==> config.mk <==
export PLATFORM = sky130hd
export DESIGN_NAME = all_pairs_shortest_path
export DESIGN_NICKNAME = d
export VERILOG_FILES = /design/src/apsp_pkg.sv /design/src/apsp_ram.sv /design/src/apsp_front.sv /design/src/apsp_queue.sv /design/src/apsp_back.sv /design/src/all_pairs_shortest_path.sv
export VERILOG_INCLUDE_DIRS = /design/src /design/src/src
export SDC_FILE = /design/constraint.sdc
export NUM_CORES = 2
export LEC_CHECK = 0
export BUFFER_PORTS_ARGS = -buffer_cell sky130_fd_sc_hd__buf_2
export CAP_MARGIN = 20
export CORE_ASPECT_RATIO = 1.5
export CORE_UTILIZATION = 50
export CTS_CLUSTER_SIZE = 25
export DETAILED_ROUTE_END_ITERATION = 10
export HOLD_SLACK_MARGIN = 0.08
export MAX_ROUTING_LAYER = met4
export PLACE_DENSITY_LB_ADDON = 0.15
export SYNTH_ARGS = -nofsm -noshare
export SYNTH_HDL_FRONTEND = slang
export SYNTH_HIERARCHICAL = 1
export SYNTH_SLANG_ARGS = --single-unit
==> constraint.sdc <==
create_clock -name clock -period 4.2 [get_ports clock]
set_input_delay 0 -clock clock [delete_from_list [all_inputs] [get_ports clock]]
set_output_delay 0 -clock clock [all_outputs]
set_load 0.01 [all_outputs]
==> src/all_pairs_shortest_path_macros.svh <==
// Assertion helpers shared by the RTL files.
`ifndef ALL_PAIRS_SHORTEST_PATH_MACROS_SVH
`define ALL_PAIRS_SHORTEST_PATH_MACROS_SVH

// Same-cycle implication.
`define APSP_ASSERT_IMPLIES(label, clk, rst, ante, cons, msg) \
   label: assert property (@(posedge clk) disable iff (rst) (ante) |-> (cons)) \
      else $error(msg);

// Next-cycle implication.
`define APSP_ASSERT_NEXT(label, clk, rst, ante, cons, msg) \
   label: assert property (@(posedge clk) disable iff (rst) (ante) |=> (cons)) \
      else $error(msg);

`endif

==> src/apsp_pkg.sv <==
package apsp_pkg;

   localparam int MAX_NODES       = 8;
   localparam int DIST_BITS       = 16;
   localparam int WEIGHT_BITS     = 16;
   localparam int OUT_DIST_BITS   = 16;
   localparam int NODE_FIELD_BITS = 3;
   localparam int CFG_BITS        = 4;

   localparam int IDX_BITS   = (MAX_NODES > 1) ? $clog2(MAX_NODES) : 1;
   localparam int CNT_BITS   = $clog2(MAX_NODES + 1);
   localparam int ADDR_BITS  = 2 * IDX_BITS;
   localparam int CELL_DEPTH = 1 << ADDR_BITS;

   localparam int QUEUE_DEPTH = 4;
   localparam int QPTR_BITS   = $clog2(QUEUE_DEPTH);
   localparam int QCNT_BITS   = $clog2(QUEUE_DEPTH + 1);

   localparam logic [CFG_BITS-1:0] NODE_COUNT_RESET = 4'd8;

   localparam logic signed [63:0] DIST_MAX_WIDE = (64'sd1 <<< (DIST_BITS - 1)) - 64'sd1;
   localparam logic signed [63:0] DIST_MIN_WIDE = -(64'sd1 <<< (DIST_BITS - 1));

   typedef logic [IDX_BITS-1:0]         idx_type;
   typedef logic [CNT_BITS-1:0]         cnt_type;
   typedef logic [ADDR_BITS-1:0]        addr_type;
   typedef logic signed [DIST_BITS-1:0] dist_type;

   typedef struct packed {
      logic signed [WEIGHT_BITS-1:0] weight;
      logic                          no_edge;
   } req_type;

   typedef struct packed {
      logic signed [OUT_DIST_BITS-1:0] distance;
      logic                            unreachable;
      logic [NODE_FIELD_BITS-1:0]      from_node;
      logic [NODE_FIELD_BITS-1:0]      to_node;
      logic                            final_entry;
   } rsp_type;

   typedef struct packed {
      dist_type len;
      logic     reach;
   } cell_type;

   typedef struct packed {
      addr_type addr;
      cell_type payload;
      logic     last;
   } entry_type;

   typedef struct packed {
      cnt_type nodes;
   } ctrl_type;

   typedef enum logic [2:0] {
      ST_LOAD,
      ST_RELAX_RD,
      ST_RELAX_SUM,
      ST_RELAX_UPD,
      ST_OUT_RD,
      ST_OUT_LD
   } back_state_type;

   function automatic dist_type sat_weight(logic signed [WEIGHT_BITS-1:0] w);
      logic signed [63:0] wide;
      wide = 64'(w);
      if (wide > DIST_MAX_WIDE) begin
         wide = DIST_MAX_WIDE;
      end else if (wide < DIST_MIN_WIDE) begin
         wide = DIST_MIN_WIDE;
      end
      return DIST_BITS'(wide);
   endfunction

   function automatic dist_type sat_sum(dist_type a, dist_type b);
      logic [DIST_BITS:0] s;
      dist_type           r;
      s = {a[DIST_BITS-1], a} + {b[DIST_BITS-1], b};
      if (s[DIST_BITS] != s[DIST_BITS-1]) begin
         r = s[DIST_BITS] ? {1'b1, {(DIST_BITS-1){1'b0}}} : {1'b0, {(DIST_BITS-1){1'b1}}};
      end else begin
         r = s[DIST_BITS-1:0];
      end
      return r;
   endfunction

   function automatic logic signed [OUT_DIST_BITS-1:0] out_dist(dist_type d);
      logic signed [63:0] wide;
      wide = 64'(d);
      return wide[OUT_DIST_BITS-1:0];
   endfunction

endpackage

==> src/apsp_ram.sv <==
module apsp_ram #(
   parameter int WIDTH = 8,
   parameter int DEPTH = 64
) (
   input  logic                     clock,
   input  logic                     wr_en,
   input  logic [$clog2(DEPTH)-1:0] wr_addr,
   input  logic [WIDTH-1:0]         wr_data,
   input  logic [$clog2(DEPTH)-1:0] rd_addr_a,
   output logic [WIDTH-1:0]         rd_data_a,
   input  logic [$clog2(DEPTH)-1:0] rd_addr_b,
   output logic [WIDTH-1:0]         rd_data_b
);

   logic [WIDTH-1:0] mem_ff [DEPTH];

   always_ff @(posedge clock) begin
      if (wr_en) begin
         mem_ff[wr_addr] <= wr_data;
      end
      rd_data_a <= mem_ff[rd_addr_a];
      rd_data_b <= mem_ff[rd_addr_b];
   end

endmodule

==> src/apsp_front.sv <==
module apsp_front (
   input  logic                              clock,
   input  logic                              reset,
   input  logic                              req_valid,
   output logic                              req_ready,
   input  apsp_pkg::req_type                 req_data,
   input  logic                              csr_valid,
   output logic                              csr_ready,
   input  logic [apsp_pkg::CFG_BITS-1:0]     csr_data,
   output logic                              q_push,
   output apsp_pkg::entry_type               q_entry,
   input  logic                              q_full,
   output apsp_pkg::ctrl_type                ctrl
);

   logic [apsp_pkg::CFG_BITS-1:0] node_count_ff, node_count_in;
   apsp_pkg::idx_type             row_ff, row_in;
   apsp_pkg::idx_type             col_ff, col_in;
   apsp_pkg::cnt_type             nodes;
   apsp_pkg::cnt_type             last_idx;
   logic                          last_col;
   logic                          last_row;

   always_comb begin
      if (node_count_ff == '0) begin
         nodes = apsp_pkg::CNT_BITS'(1);
      end else if (node_count_ff > apsp_pkg::CFG_BITS'(apsp_pkg::MAX_NODES)) begin
         nodes = apsp_pkg::CNT_BITS'(apsp_pkg::MAX_NODES);
      end else begin
         nodes = apsp_pkg::CNT_BITS'(node_count_ff);
      end
   end

   assign last_idx   = nodes - apsp_pkg::CNT_BITS'(1);
   assign last_col   = apsp_pkg::CNT_BITS'(col_ff) == last_idx;
   assign last_row   = apsp_pkg::CNT_BITS'(row_ff) == last_idx;
   assign ctrl.nodes = nodes;

   assign csr_ready = 1'b1;
   assign req_ready = !q_full;
   assign q_push    = req_valid && !q_full;

   assign q_entry.addr          = {row_ff, col_ff};
   assign q_entry.payload.len   = apsp_pkg::sat_weight(req_data.weight);
   assign q_entry.payload.reach = !req_data.no_edge;
   assign q_entry.last          = last_row && last_col;

   always_comb begin
      node_count_in = node_count_ff;
      row_in        = row_ff;
      col_in        = col_ff;
      if (csr_valid) begin
         // restart the load position on every register write
         node_count_in = csr_data;
         row_in        = '0;
         col_in        = '0;
      end else if (q_push) begin
         if (last_col) begin
            col_in = '0;
            row_in = last_row ? '0 : row_ff + apsp_pkg::IDX_BITS'(1);
         end else begin
            col_in = col_ff + apsp_pkg::IDX_BITS'(1);
         end
      end
   end

   always_ff @(posedge clock) begin
      if (reset) begin
         node_count_ff <= apsp_pkg::NODE_COUNT_RESET;
         row_ff        <= '0;
         col_ff        <= '0;
      end else begin
         node_count_ff <= node_count_in;
         row_ff        <= row_in;
         col_ff        <= col_in;
      end
   end

endmodule

==> src/apsp_queue.sv <==
`include "all_pairs_shortest_path_macros.svh"

module apsp_queue (
   input  logic                clock,
   input  logic                reset,
   input  logic                push,
   input  apsp_pkg::entry_type push_entry,
   output logic                full,
   input  logic                pop,
   output apsp_pkg::entry_type pop_entry,
   output logic                empty
);

   apsp_pkg::entry_type              slots_ff [apsp_pkg::QUEUE_DEPTH];
   logic [apsp_pkg::QPTR_BITS-1:0]   wr_ptr_ff, wr_ptr_in;
   logic [apsp_pkg::QPTR_BITS-1:0]   rd_ptr_ff, rd_ptr_in;
   logic [apsp_pkg::QCNT_BITS-1:0]   count_ff, count_in;
   logic                             do_push;
   logic                             do_pop;

   assign full      = count_ff == apsp_pkg::QCNT_BITS'(apsp_pkg::QUEUE_DEPTH);
   assign empty     = count_ff == '0;
   assign do_push   = push && !full;
   assign do_pop    = pop && !empty;
   assign pop_entry = slots_ff[rd_ptr_ff];

   always_comb begin
      wr_ptr_in = wr_ptr_ff;
      rd_ptr_in = rd_ptr_ff;
      count_in  = count_ff;
      if (do_push) begin
         wr_ptr_in = (wr_ptr_ff == apsp_pkg::QPTR_BITS'(apsp_pkg::QUEUE_DEPTH - 1)) ?
                     '0 : wr_ptr_ff + apsp_pkg::QPTR_BITS'(1);
      end
      if (do_pop) begin
         rd_ptr_in = (rd_ptr_ff == apsp_pkg::QPTR_BITS'(apsp_pkg::QUEUE_DEPTH - 1)) ?
                     '0 : rd_ptr_ff + apsp_pkg::QPTR_BITS'(1);
      end
      if (do_push && !do_pop) begin
         count_in = count_ff + apsp_pkg::QCNT_BITS'(1);
      end else if (do_pop && !do_push) begin
         count_in = count_ff - apsp_pkg::QCNT_BITS'(1);
      end
   end

   always_ff @(posedge clock) begin
      if (reset) begin
         wr_ptr_ff <= '0;
         rd_ptr_ff <= '0;
         count_ff  <= '0;
      end else begin
         wr_ptr_ff <= wr_ptr_in;
         rd_ptr_ff <= rd_ptr_in;
         count_ff  <= count_in;
      end
   end

   always_ff @(posedge clock) begin
      if (do_push) begin
         slots_ff[wr_ptr_ff] <= push_entry;
      end
   end

   `APSP_ASSERT_IMPLIES(a_count_bound, clock, reset, 1'b1, count_ff <= apsp_pkg::QCNT_BITS'(apsp_pkg::QUEUE_DEPTH), "queue count above depth")
   `APSP_ASSERT_NEXT(a_push_lands, clock, reset, do_push && !do_pop, count_ff == $past(count_ff) + apsp_pkg::QCNT_BITS'(1), "push did not grow the queue")
   `APSP_ASSERT_IMPLIES(a_ptr_match, clock, reset, empty || full, wr_ptr_ff == rd_ptr_ff, "pointers disagree with count")

endmodule

==> src/apsp_back.sv <==
`include "all_pairs_shortest_path_macros.svh"

module apsp_back (
   input  logic                clock,
   input  logic                reset,
   input  apsp_pkg::ctrl_type  ctrl,
   input  logic                q_empty,
   input  apsp_pkg::entry_type q_entry,
   output logic                q_pop,
   output logic                rsp_valid,
   input  logic                rsp_ready,
   output apsp_pkg::rsp_type   rsp_data
);

   apsp_pkg::back_state_type state_ff, state_in;
   apsp_pkg::idx_type        i_ff, i_in;
   apsp_pkg::idx_type        j_ff, j_in;
   apsp_pkg::idx_type        k_ff, k_in;
   apsp_pkg::dist_type       sum_ff, sum_in;
   logic                     skip_ff, skip_in;
   logic                     rsp_valid_ff, rsp_valid_in;
   apsp_pkg::rsp_type        rsp_data_ff, rsp_data_in;

   logic                                      wr_en;
   apsp_pkg::addr_type                        wr_addr;
   apsp_pkg::cell_type                        wr_cell;
   apsp_pkg::addr_type                        rd_addr_a;
   apsp_pkg::addr_type                        rd_addr_b;
   logic [$bits(apsp_pkg::cell_type)-1:0]     rd_raw_a;
   logic [$bits(apsp_pkg::cell_type)-1:0]     rd_raw_b;
   apsp_pkg::cell_type                        cell_a;
   apsp_pkg::cell_type                        cell_b;

   apsp_pkg::cnt_type last_idx;
   logic              last_i;
   logic              last_j;
   logic              last_k;
   logic              out_free;

   assign cell_a   = apsp_pkg::cell_type'(rd_raw_a);
   assign cell_b   = apsp_pkg::cell_type'(rd_raw_b);
   assign last_idx = ctrl.nodes - apsp_pkg::CNT_BITS'(1);
   assign last_i   = apsp_pkg::CNT_BITS'(i_ff) == last_idx;
   assign last_j   = apsp_pkg::CNT_BITS'(j_ff) == last_idx;
   assign last_k   = apsp_pkg::CNT_BITS'(k_ff) == last_idx;
   assign out_free = !rsp_valid_ff || rsp_ready;

   apsp_ram #(
      .WIDTH ($bits(apsp_pkg::cell_type)),
      .DEPTH (apsp_pkg::CELL_DEPTH)
   ) u_matrix (
      .clock     (clock),
      .wr_en     (wr_en),
      .wr_addr   (wr_addr),
      .wr_data   (wr_cell),
      .rd_addr_a (rd_addr_a),
      .rd_data_a (rd_raw_a),
      .rd_addr_b (rd_addr_b),
      .rd_data_b (rd_raw_b)
   );

   always_comb begin
      state_in     = state_ff;
      i_in         = i_ff;
      j_in         = j_ff;
      k_in         = k_ff;
      sum_in       = sum_ff;
      skip_in      = skip_ff;
      rsp_valid_in = rsp_valid_ff && !rsp_ready;
      rsp_data_in  = rsp_data_ff;
      q_pop        = 1'b0;
      wr_en        = 1'b0;
      wr_addr      = {i_ff, j_ff};
      wr_cell      = '{len: sum_ff, reach: 1'b1};
      rd_addr_a    = {i_ff, j_ff};
      rd_addr_b    = {k_ff, j_ff};

      unique case (state_ff)
         apsp_pkg::ST_LOAD: begin
            if (!q_empty) begin
               q_pop   = 1'b1;
               wr_en   = 1'b1;
               wr_addr = q_entry.addr;
               wr_cell = q_entry.payload;
               if (q_entry.last) begin
                  i_in     = '0;
                  j_in     = '0;
                  k_in     = '0;
                  state_in = apsp_pkg::ST_RELAX_RD;
               end
            end
         end
         apsp_pkg::ST_RELAX_RD: begin
            rd_addr_a = {i_ff, k_ff};
            state_in  = apsp_pkg::ST_RELAX_SUM;
         end
         apsp_pkg::ST_RELAX_SUM: begin
            // cell_a holds i->k, cell_b holds k->j; fetch i->j next
            sum_in   = apsp_pkg::sat_sum(cell_a.len, cell_b.len);
            skip_in  = !(cell_a.reach && cell_b.reach);
            state_in = apsp_pkg::ST_RELAX_UPD;
         end
         apsp_pkg::ST_RELAX_UPD: begin
            if (!skip_ff && (!cell_a.reach || sum_ff < cell_a.len)) begin
               wr_en = 1'b1;
            end
            state_in = apsp_pkg::ST_RELAX_RD;
            if (last_j) begin
               j_in = '0;
               if (last_i) begin
                  i_in = '0;
                  if (last_k) begin
                     state_in = apsp_pkg::ST_OUT_RD;
                  end else begin
                     k_in = k_ff + apsp_pkg::IDX_BITS'(1);
                  end
               end else begin
                  i_in = i_ff + apsp_pkg::IDX_BITS'(1);
               end
            end else begin
               j_in = j_ff + apsp_pkg::IDX_BITS'(1);
            end
         end
         apsp_pkg::ST_OUT_RD: begin
            state_in = apsp_pkg::ST_OUT_LD;
         end
         apsp_pkg::ST_OUT_LD: begin
            if (out_free) begin
               rsp_valid_in            = 1'b1;
               rsp_data_in.distance    = cell_a.reach ? apsp_pkg::out_dist(cell_a.len) : '0;
               rsp_data_in.unreachable = !cell_a.reach;
               rsp_data_in.from_node   = apsp_pkg::NODE_FIELD_BITS'(i_ff);
               rsp_data_in.to_node     = apsp_pkg::NODE_FIELD_BITS'(j_ff);
               rsp_data_in.final_entry = last_i && last_j;
               state_in                = apsp_pkg::ST_OUT_RD;
               if (last_j) begin
                  j_in = '0;
                  if (last_i) begin
                     i_in     = '0;
                     state_in = apsp_pkg::ST_LOAD;
                  end else begin
                     i_in = i_ff + apsp_pkg::IDX_BITS'(1);
                  end
               end else begin
                  j_in = j_ff + apsp_pkg::IDX_BITS'(1);
               end
            end
         end
         default: begin
            state_in = apsp_pkg::ST_LOAD;
         end
      endcase
   end

   always_ff @(posedge clock) begin
      if (reset) begin
         state_ff     <= apsp_pkg::ST_LOAD;
         i_ff         <= '0;
         j_ff         <= '0;
         k_ff         <= '0;
         rsp_valid_ff <= 1'b0;
      end else begin
         state_ff     <= state_in;
         i_ff         <= i_in;
         j_ff         <= j_in;
         k_ff         <= k_in;
         rsp_valid_ff <= rsp_valid_in;
      end
   end

   always_ff @(posedge clock) begin
      sum_ff      <= sum_in;
      skip_ff     <= skip_in;
      rsp_data_ff <= rsp_data_in;
   end

   assign rsp_valid = rsp_valid_ff;
   assign rsp_data  = rsp_data_ff;

   `APSP_ASSERT_IMPLIES(a_wr_state, clock, reset, wr_en, state_ff == apsp_pkg::ST_LOAD || state_ff == apsp_pkg::ST_RELAX_UPD, "matrix written outside load or update")
   `APSP_ASSERT_IMPLIES(a_pop_state, clock, reset, q_pop, state_ff == apsp_pkg::ST_LOAD && !q_empty, "queue popped outside load")
   `APSP_ASSERT_NEXT(a_last_load, clock, reset, q_pop && q_entry.last, state_ff == apsp_pkg::ST_RELAX_RD && i_ff == '0 && j_ff == '0 && k_ff == '0, "relaxation did not start after last entry")
   `APSP_ASSERT_IMPLIES(a_final_corner, clock, reset, rsp_valid_ff && rsp_data_ff.final_entry, 8'(rsp_data_ff.from_node) == 8'(last_idx) && 8'(rsp_data_ff.to_node) == 8'(last_idx), "final result not at last cell")

endmodule

==> src/all_pairs_shortest_path.sv <==
// Channel | Ports                              | Direction | Transaction
// req     | req_valid, req_ready, req_data     | in        | one matrix entry, row-major
// rsp     | rsp_valid, rsp_ready, rsp_data     | out       | one distance with its indices
// csr     | csr_valid, csr_ready, csr_data     | in        | node count write, always ready
//
// Loading takes one entry per cycle while the queue has room; the entry that completes
// the matrix starts n^3 relaxations, each a read, a sum and an update state, through the
// single matrix RAM (two read ports, registered read), then n^2 results, each a read and a load state.
// Reset sets the node count to 8 and the load position to 0; the matrix needs no clearing.
// A 4-deep queue absorbs entries during relaxation; req_ready drops when it fills.
// rsp_ready low holds the result register and pauses the output sweep.
module all_pairs_shortest_path (
   input  logic                          clock,
   input  logic                          reset,
   input  logic                          req_valid,
   output logic                          req_ready,
   input  apsp_pkg::req_type             req_data,
   output logic                          rsp_valid,
   input  logic                          rsp_ready,
   output apsp_pkg::rsp_type             rsp_data,
   input  logic                          csr_valid,
   output logic                          csr_ready,
   input  logic [apsp_pkg::CFG_BITS-1:0] csr_data
);

   logic                q_push;
   logic                q_pop;
   logic                q_full;
   logic                q_empty;
   apsp_pkg::entry_type push_entry;
   apsp_pkg::entry_type pop_entry;
   apsp_pkg::ctrl_type  ctrl;

   apsp_front u_front (
      .clock     (clock),
      .reset     (reset),
      .req_valid (req_valid),
      .req_ready (req_ready),
      .req_data  (req_data),
      .csr_valid (csr_valid),
      .csr_ready (csr_ready),
      .csr_data  (csr_data),
      .q_push    (q_push),
      .q_entry   (push_entry),
      .q_full    (q_full),
      .ctrl      (ctrl)
   );

   apsp_queue u_queue (
      .clock      (clock),
      .reset      (reset),
      .push       (q_push),
      .push_entry (push_entry),
      .full       (q_full),
      .pop        (q_pop),
      .pop_entry  (pop_entry),
      .empty      (q_empty)
   );

   apsp_back u_back (
      .clock     (clock),
      .reset     (reset),
      .ctrl      (ctrl),
      .q_empty   (q_empty),
      .q_entry   (pop_entry),
      .q_pop     (q_pop),
      .rsp_valid (rsp_valid),
      .rsp_ready (rsp_ready),
      .rsp_data  (rsp_data)
   );

endmodule

# --- Word level (Yosys, flattened, before mapping) ---
# Memories as Yosys holds them, arrays and structs flattened. A register that Yosys moved wholly into a read port is not among the register bits.
# Index checks and enable logic that the tools add are counted.
totals:
  latch_bits: 0
  word_cells: 140
  ff_bits: 71
  out_inout_bits: 27
  inputBits: 26
  ramBits: 1184
  memories: 2
  rom_bits: 0
memory_table:
  columns: ["name", "words", "width", "read_ports", "rd_clocked_by_memory_dff", "write_ports", "line_no", "source"]
  rows:
  - ["u_back.u_matrix.mem_ff", 64, 17, 2, 2, 1, "apsp_ram.sv:15", "logic [WIDTH-1:0] mem_ff [DEPTH];"]
  - ["u_queue.slots_ff", 4, 24, 1, 1, 1, "apsp_queue.sv:14", "apsp_pkg::entry_type slots_ff [apsp_pkg::QUEUE_DEPTH];"]
op_classes:
  bitwise: 0
  order_cmp: 4
  addsub: 11
  eq_ne: 20
  n_mul: 0
  div: 0
  mux: 51
  n_reduce_logical: 34
  shift: 0
ops:
  columns: ["operator", "n"]
  rows:
  - ["$mux 3", 23]
  - ["$mux 16", 4]
  - ["$mux 17", 2]
  - ["$eq 3x4->1", 5]
  - ["$add 3x1->3 const B", 6]
  - ["$pmux 3 s3", 2]
  - ["$pmux 3 s6", 1]
  - ["$add 16x16->17", 1]
  - ["$gt 16x16->1 const B", 1]
  - ["$lt 16x16->1", 1]
  - ["$lt 16x16->1 const B", 1]
  - ["$mux 6", 2]
  - ["$logic_and 1x1->1", 10]
  - ["$logic_not 1->1", 10]
  - ["$eq 3x3->1 const B", 3]
  - ["$mux 1", 9]
  - ["$mux 2", 4]
  - ["$mux 4", 2]
  - ["$eq 3x2->1 const B", 2]
  - ["$logic_not 3->1", 2]
  - ["$ne 2x1->1 const B", 3]
  - ["$ne 2x2->1 const B", 3]
  - ["$pmux 3 s2", 1]
  - ["$reduce_and 6->1", 1]
  - ["16 further kinds", 21]

# --- Depth between registers and ports, before layout ---
logic_depth:
  ltp_word: 9
  mapped_depth: 13
  ltp_nobuf: 11

# --- Hierarchy ---
# Netlist, hierarchy kept.
by_module_without_submodules:
  columns: ["mod", "cells_per_inst", "area_per_inst_um2", "seq_area_each_um2", "n_inst"]
  rows:
  - ["apsp_ram", 2526, 51441.8, 33352.0, 1]
  - ["apsp_back", 426, 4026.4, 1491.4, 1]
  - ["apsp_queue", 176, 3952.5, 3062.9, 1]
  - ["apsp_front", 87, 709.4, 200.2, 1]

# --- Worst setup path before layout ---
# OpenSTA, ideal clock, no wires.
synth_timing:
  path_kind: "reg2reg"
  start: "reg u_back.sum_ff[1]"
  end: "mem u_back/u_matrix/mem_ff[48][0] in the netlist's numbering (enable)"
  arrival_ps: 3491
  setup_slack_ps: 297
  required_time_ps: 3788
  setup_ps: 412
  path_stages_with_launch: 11
  synth_period_minus_slack_ps: 3903
  path_buffers: 0
  path_cell_list: "edfxtp_1 ha_1 a21o_1 a21o_1 a21o_1 a21o_1 a2111oi_0 o22a_1 nor2b_1 nand4b_1 nor3_1"
synth_between:
  elab_chain_cells: 7
synth_lines:
  columns: ["item", "line_no", "source"]
  rows:
  - ["start: declaration", "apsp_back.sv:19", "apsp_pkg::dist_type sum_ff, sum_in;"]
  - ["start signal: assignment", "apsp_back.sv:172", "sum_ff <= sum_in;"]
  - ["$lt 16x16->1", "apsp_back.sv:104", "if (!skip_ff && (!cell_a.reach || sum_ff < cell_a.len)) begin"]
  - ["$logic_or 1x1->1", "apsp_back.sv:104", null]
  - ["$logic_and 1x1->1", "apsp_back.sv:104", null]
  - ["$mux 1", "apsp_back.sv:104", null]
  - ["$pmux 1 s2", "apsp_back.sv:78", "unique case (state_ff)"]
  - ["net u_back.wr_en", "apsp_back.sv:24", "logic wr_en;"]
  - ["$mux 1", "apsp_ram.sv:18", "if (wr_en) begin"]
  - ["$mux 1 (implied by the code)", "apsp_ram.sv:19", "mem_ff[wr_addr] <= wr_data;"]
  - ["end: declaration", "apsp_ram.sv:15", null]
# The timed path passes the listed nets, and every way through them passes these cells.

# --- Worst setup path in the final report ---
layout_timing:
  start: "reg u_back.u_matrix.rd_data_a[2], read port of u_back.u_matrix.mem_ff"
  end: "mem u_back/u_matrix/mem_ff[49][11] in the netlist's numbering (enable)"
layout_between:
  elab_chain_cells: 7
layout_lines:
  columns: ["item", "line_no", "source"]
  rows:
  - ["start: declaration", "apsp_ram.sv:10", "output logic [WIDTH-1:0] rd_data_a,"]
  - ["$lt 16x16->1", "apsp_back.sv:104", null]
  - ["$logic_or 1x1->1", "apsp_back.sv:104", null]
  - ["$logic_and 1x1->1", "apsp_back.sv:104", null]
  - ["$mux 1", "apsp_back.sv:104", null]
  - ["$pmux 1 s2", "apsp_back.sv:78", null]
  - ["net u_back.wr_en", "apsp_back.sv:24", null]
  - ["$mux 1", "apsp_ram.sv:18", null]
  - ["$mux 1 (implied by the code)", "apsp_ram.sv:19", null]
# The timed path passes the listed nets, and every way through them passes these cells.

==> reports/qor.csv <==
stage,metric,value,unit
setup_path,crit path max fanout,17,
detailed_routing,final WL,185300,um
grt,all-layer global routing usage,31.84,%
die,Die Ht,426.7,um
die,Core Rows,155,
power_and_ir_drop,Clk pwr share,24.3,%
setup_path,worst flop-to-flop path startpoint,u_back/u_matrix/rd_data_a[2],
power_and_ir_drop,Max rail drop VDD,0.0006191,V
grt,initial antenna violation count,10,
die,core area,0.1191,mm^2
power_and_ir_drop,Gate power share,36.0,%
yosys,synthesized net count,3287,
yosys,"FFs w/ async S/R, synth",0,%
yosys,Synth cell types,91,
placed_design,pre-CTS setup slack,0.2715,ns
power_and_ir_drop,Int Power,30310,uW
grt,GR Overflow Total,0,
timing,hold slack final,0.1749,ns
yosys,syn_area_per_cell,18.70,um^2
placed_design,Post-DP HPWL,128800,um
timing,Final Hold Viols,0,
power_and_ir_drop,PwrDens,692.9,mW/mm^2
detailed_routing,Iter 0 DRT Violations,3859,
cells_and_area,fill count,8863,
yosys,"Seq/Total Area, Yosys",63.37,%
timing,final setup fails,0,
power_and_ir_drop,sw frac,35.60,%
placed_design,PortBufs,51,
cells_and_area,P&R area growth vs syn,12.96,%
timing,max-slew violations,0,
yosys,Yosys reg bits,1291,
yosys,number of flops mapped to enable cells by yosys,1225,
die,Die Area,0.1217,mm^2
yosys,Post-Synthesis Cells,3215,
timing,worst-margin pin slew,1.185,ns
clock_network,latest clock arrival within the worst-skew pair,0.76,ns
yosys,prevailing post-synth register cell,edfxtp_1,
timing,Max Clk Rate,251.9,MHz
clock_network,clock-pin slew of the registers on the worst-case setup and hold paths,0.06,ns
min_path,worst hold path class,in -> reg,
grt,vias in the first global route,34870,
grt,met2 usage,53.50,%
clock_network,Inserted Clock Buffers,118,
timing,Worst slew margin,21.03,%
setup_path,crit path from,u_back/u_matrix/rd_data_a[2],
clock_network,Clock Sinks,1291,
detailed_routing,ANT nets after route,0,
grt,M3 GR Usage,3.494,%
clock_network,TritonCTS clock tree,yes,
setup_path,Worst setup EP type,flip-flop,
die,Die Width,285.2,um
die,starting density of the core,50.50,%
power_and_ir_drop,Seq pwr share,39.7,%
detailed_routing,drt first pass iters,7,
min_path,worst hold stages,3,
die,IO Pins,53,
timing,Post-Route Setup TNS,0,ns
power_and_ir_drop,P_sw,16760,uW
setup_path,"Req. time, crit path",4.63,ns
timing,period utilization,94.52,%
timing,RSZ-0062 raised after global routing,no,
clock_network,clock root buffer,clkbuf_16,
placed_design,gpl congestion,0.9888,
cells_and_area,layout cells sized above 1,32.38,%
timing,fin worst setup slack,0.2302,ns
timing,Worst Clk Skew,0.02321,ns
setup_path,critical path type,reg -> reg,
grt,GRT busiest layer,met2,
timing,post-layout min period,3.970,ns
grt,first-pass GRT wire length,261700,um
setup_path,R2R depth,13,
setup_path,data arrival time of the critical path,4.40,ns
detailed_routing,drt drc,0,
clock_network,Clock Path Buffers,3,
run_status,status,finished clean,
grt,met1 Usage GRT,36.75,%
min_path,Hold Startpoint,req_data[0],
grt,largest net degree at the start of global routing,79,
detailed_routing,Vias/cell,6.658,
setup_path,Worst Setup Start Kind,flip-flop,
yosys,"Cell Area, Synth",0.06013,mm^2
detailed_routing,WL per Instance,36.40,um
cells_and_area,nets,3485,
detailed_routing,DR vias,33900,
power_and_ir_drop,Leak,0.02072,uW
run,total of max-cap violations,0,
yosys,yosys warns,6,
clock_network,H-Tree Depth,3,
-- per-stage QoR --
step / total power (uW) / cell area [um^2] / util [%] / instances
2_1_floorplan: 28320 / 60130 / - / 3215
3_5_place_dp: 35770 / 63270 / 53.14 / 4809
6_report: 47060 / 67930 / 57.04 / 5092
4_1_cts: 47130 / 67910 / 57.03 / 5088
5_1_grt: 48460 / 67920 / 57.04 / 5090
3_3_place_gp: 35350 / 63250 / 53.12 / 4808
-- worst paths after layout --
check	to	slack, ns
worst max register to register	u_back/u_matrix/mem_ff[49][11]	0.23
worst min register to register	flip-flop	0.51
worst max-delay path	u_back/u_matrix/mem_ff[49][11]	0.23
worst min-delay path	u_queue/slots_ff[3][1]	0.17
-- flip-flops by register name, summed over array words and instances (netlist names), 4 cells and up, named ones only --
signal	cells
u_back/u_matrix/rd_data_b	17
u_back/u_matrix/mem_ff	1088
u_front/node_count_ff	4
u_queue/slots_ff	96
u_back/sum_ff	16
u_back/u_matrix/rd_data_a	17
u_back/rsp_data	24
-- synth_stat cells (5+ instances only) --
| cell type | number | area share, % |
|---|---|---|
| a22oi_1 | 107 | 1.3 |
| mux2i_1 | 240 | 4.0 |
| and4_1 | 13 | 0.19 |
| nor3_1 | 36 | 0.30 |
| a311oi_1 | 5 | 0.073 |
| buf_6 | 15 | 0.28 |
| and2_1 | 8 | 0.083 |
| nand4_1 | 6 | 0.062 |
| inv_1 | 39 | 0.24 |
| and3_1 | 6 | 0.062 |
| a21oi_1 | 24 | 0.20 |
| o22ai_1 | 14 | 0.15 |
| dfxtp_1 | 66 | 2.2 |
| a21o_1 | 12 | 0.15 |
| o2111ai_1 | 5 | 0.073 |
| buf_2 | 91 | 0.76 |
| nor2b_1 | 27 | 0.28 |
| nor2_1 | 129 | 0.81 |
| o21ai_0 | 43 | 0.36 |
| a221oi_1 | 14 | 0.20 |
| nand2_1 | 68 | 0.42 |
| buf_1 | 14 | 0.087 |
| o21a_1 | 8 | 0.10 |
| ha_1 | 44 | 0.92 |
| mux4_2 | 540 | 20 |
| mux2_2 | 74 | 1.4 |
| nand3b_1 | 7 | 0.087 |
| xor2_1 | 23 | 0.34 |
| buf_4 | 33 | 0.41 |
| clkbuf_1 | 84 | 0.52 |
| edfxtp_1 | 1225 | 61 |
| or3_1 | 7 | 0.073 |
| nand3_1 | 51 | 0.42 |
| xnor2_1 | 8 | 0.12 |
| nand2b_1 | 11 | 0.11 |
| o211ai_1 | 17 | 0.21 |
-- power by group through the flow --
stage	clock (uW)	combinational (uW)	sequential, uW
floorplan	0	9730	18600
global placement	0	16500	18900
detailed placement	0	16800	18900
CTS	11600	16900	18700
global route	12000	17700	18800
finish	11400	16900	18700
-- metal layers --
metal	wire (um)	share of wire [%]	vias to the layer above
li1	-	-	13890
met5	0	0	-
met2	95710	52	1610
met4	13200	7.1	0
met1	64730	35	18040
met3	11690	6.3	362
-- logic make-up (layout without fill, tap and decap cells) --
group	Yosys count	count (layout)	synth area share [%]
adder cells (fa/ha/maj)	46	46	0.9822
flip-flops	1291	1291	63.37
multiplexers	854	854	25.61
XOR/XNOR	34	34	0.5431
other	1	5	0.006236
AO/OA/AOI/OAI	306	306	3.710
buffers and inverters	278	581	2.345
AND/OR/NAND/NOR	405	405	3.433
-- cell usage in the layout (no fill, tap or decap), types with 14 or more instances in the layout --
cell and count:
buf_2 51, mux2_2 68, xor2_1 23, a21oi_1 24, clkinv_2 17, edfxtp_1 1225, mux2i_1 240, nor3_1 34
buf_4 178, o21ai_0 43, ha_1 44, a221oi_1 14, clkinv_1 37, inv_1 39, clkbuf_16 120, dlygate4sd3_1 54
mux4_2 540, a22oi_1 107, nor2b_1 25, o22ai_1 14, dfxtp_1 59, bufinv_16 20, buf_12 33, nor2_1 97
nand2_1 68, nand3_1 51, nor2_2 34, o211ai_1 17
-- critical path: stages (launching register included) --
cell       delay (ns)
dfxtp_1          0.34
inv_1            0.09
ha_1             0.28
a21o_1           0.16
a21o_1           0.18
a21o_1           0.18
a21o_1           0.17
a2111oi_1        0.49
o22a_1           0.38
buf_4            0.19
nor2b_1          0.41
nand4_1          0.28
nor3_2           0.17
buf_4            0.31
-- final cells by class --
type / instances / area, um^2 / share of cell area, %
clock inverters: 98 / 1071 / 1.577
multi-input cells: 1646 / 20780 / 30.59
inverters: 40 / 155.1 / 0.2284
well taps: 1570 / 1964 / 2.892
diodes: 4 / 10.01 / 0.01474
clock buffers: 127 / 3029 / 4.460
flip-flops and latches: 1291 / 38130 / 56.13
repair buffers: 316 / 2793 / 4.111
-- repair_timing --
item / in CTS / in global routing
resized for setup: 0 / 1
setup buffers: 0 / 0
hold buffers: 54 / 0
setup endpoints to repair: 0 / 17
hold endpoints to repair: 100 / 0
Note: power is estimated with default switching activity, not from simulation.
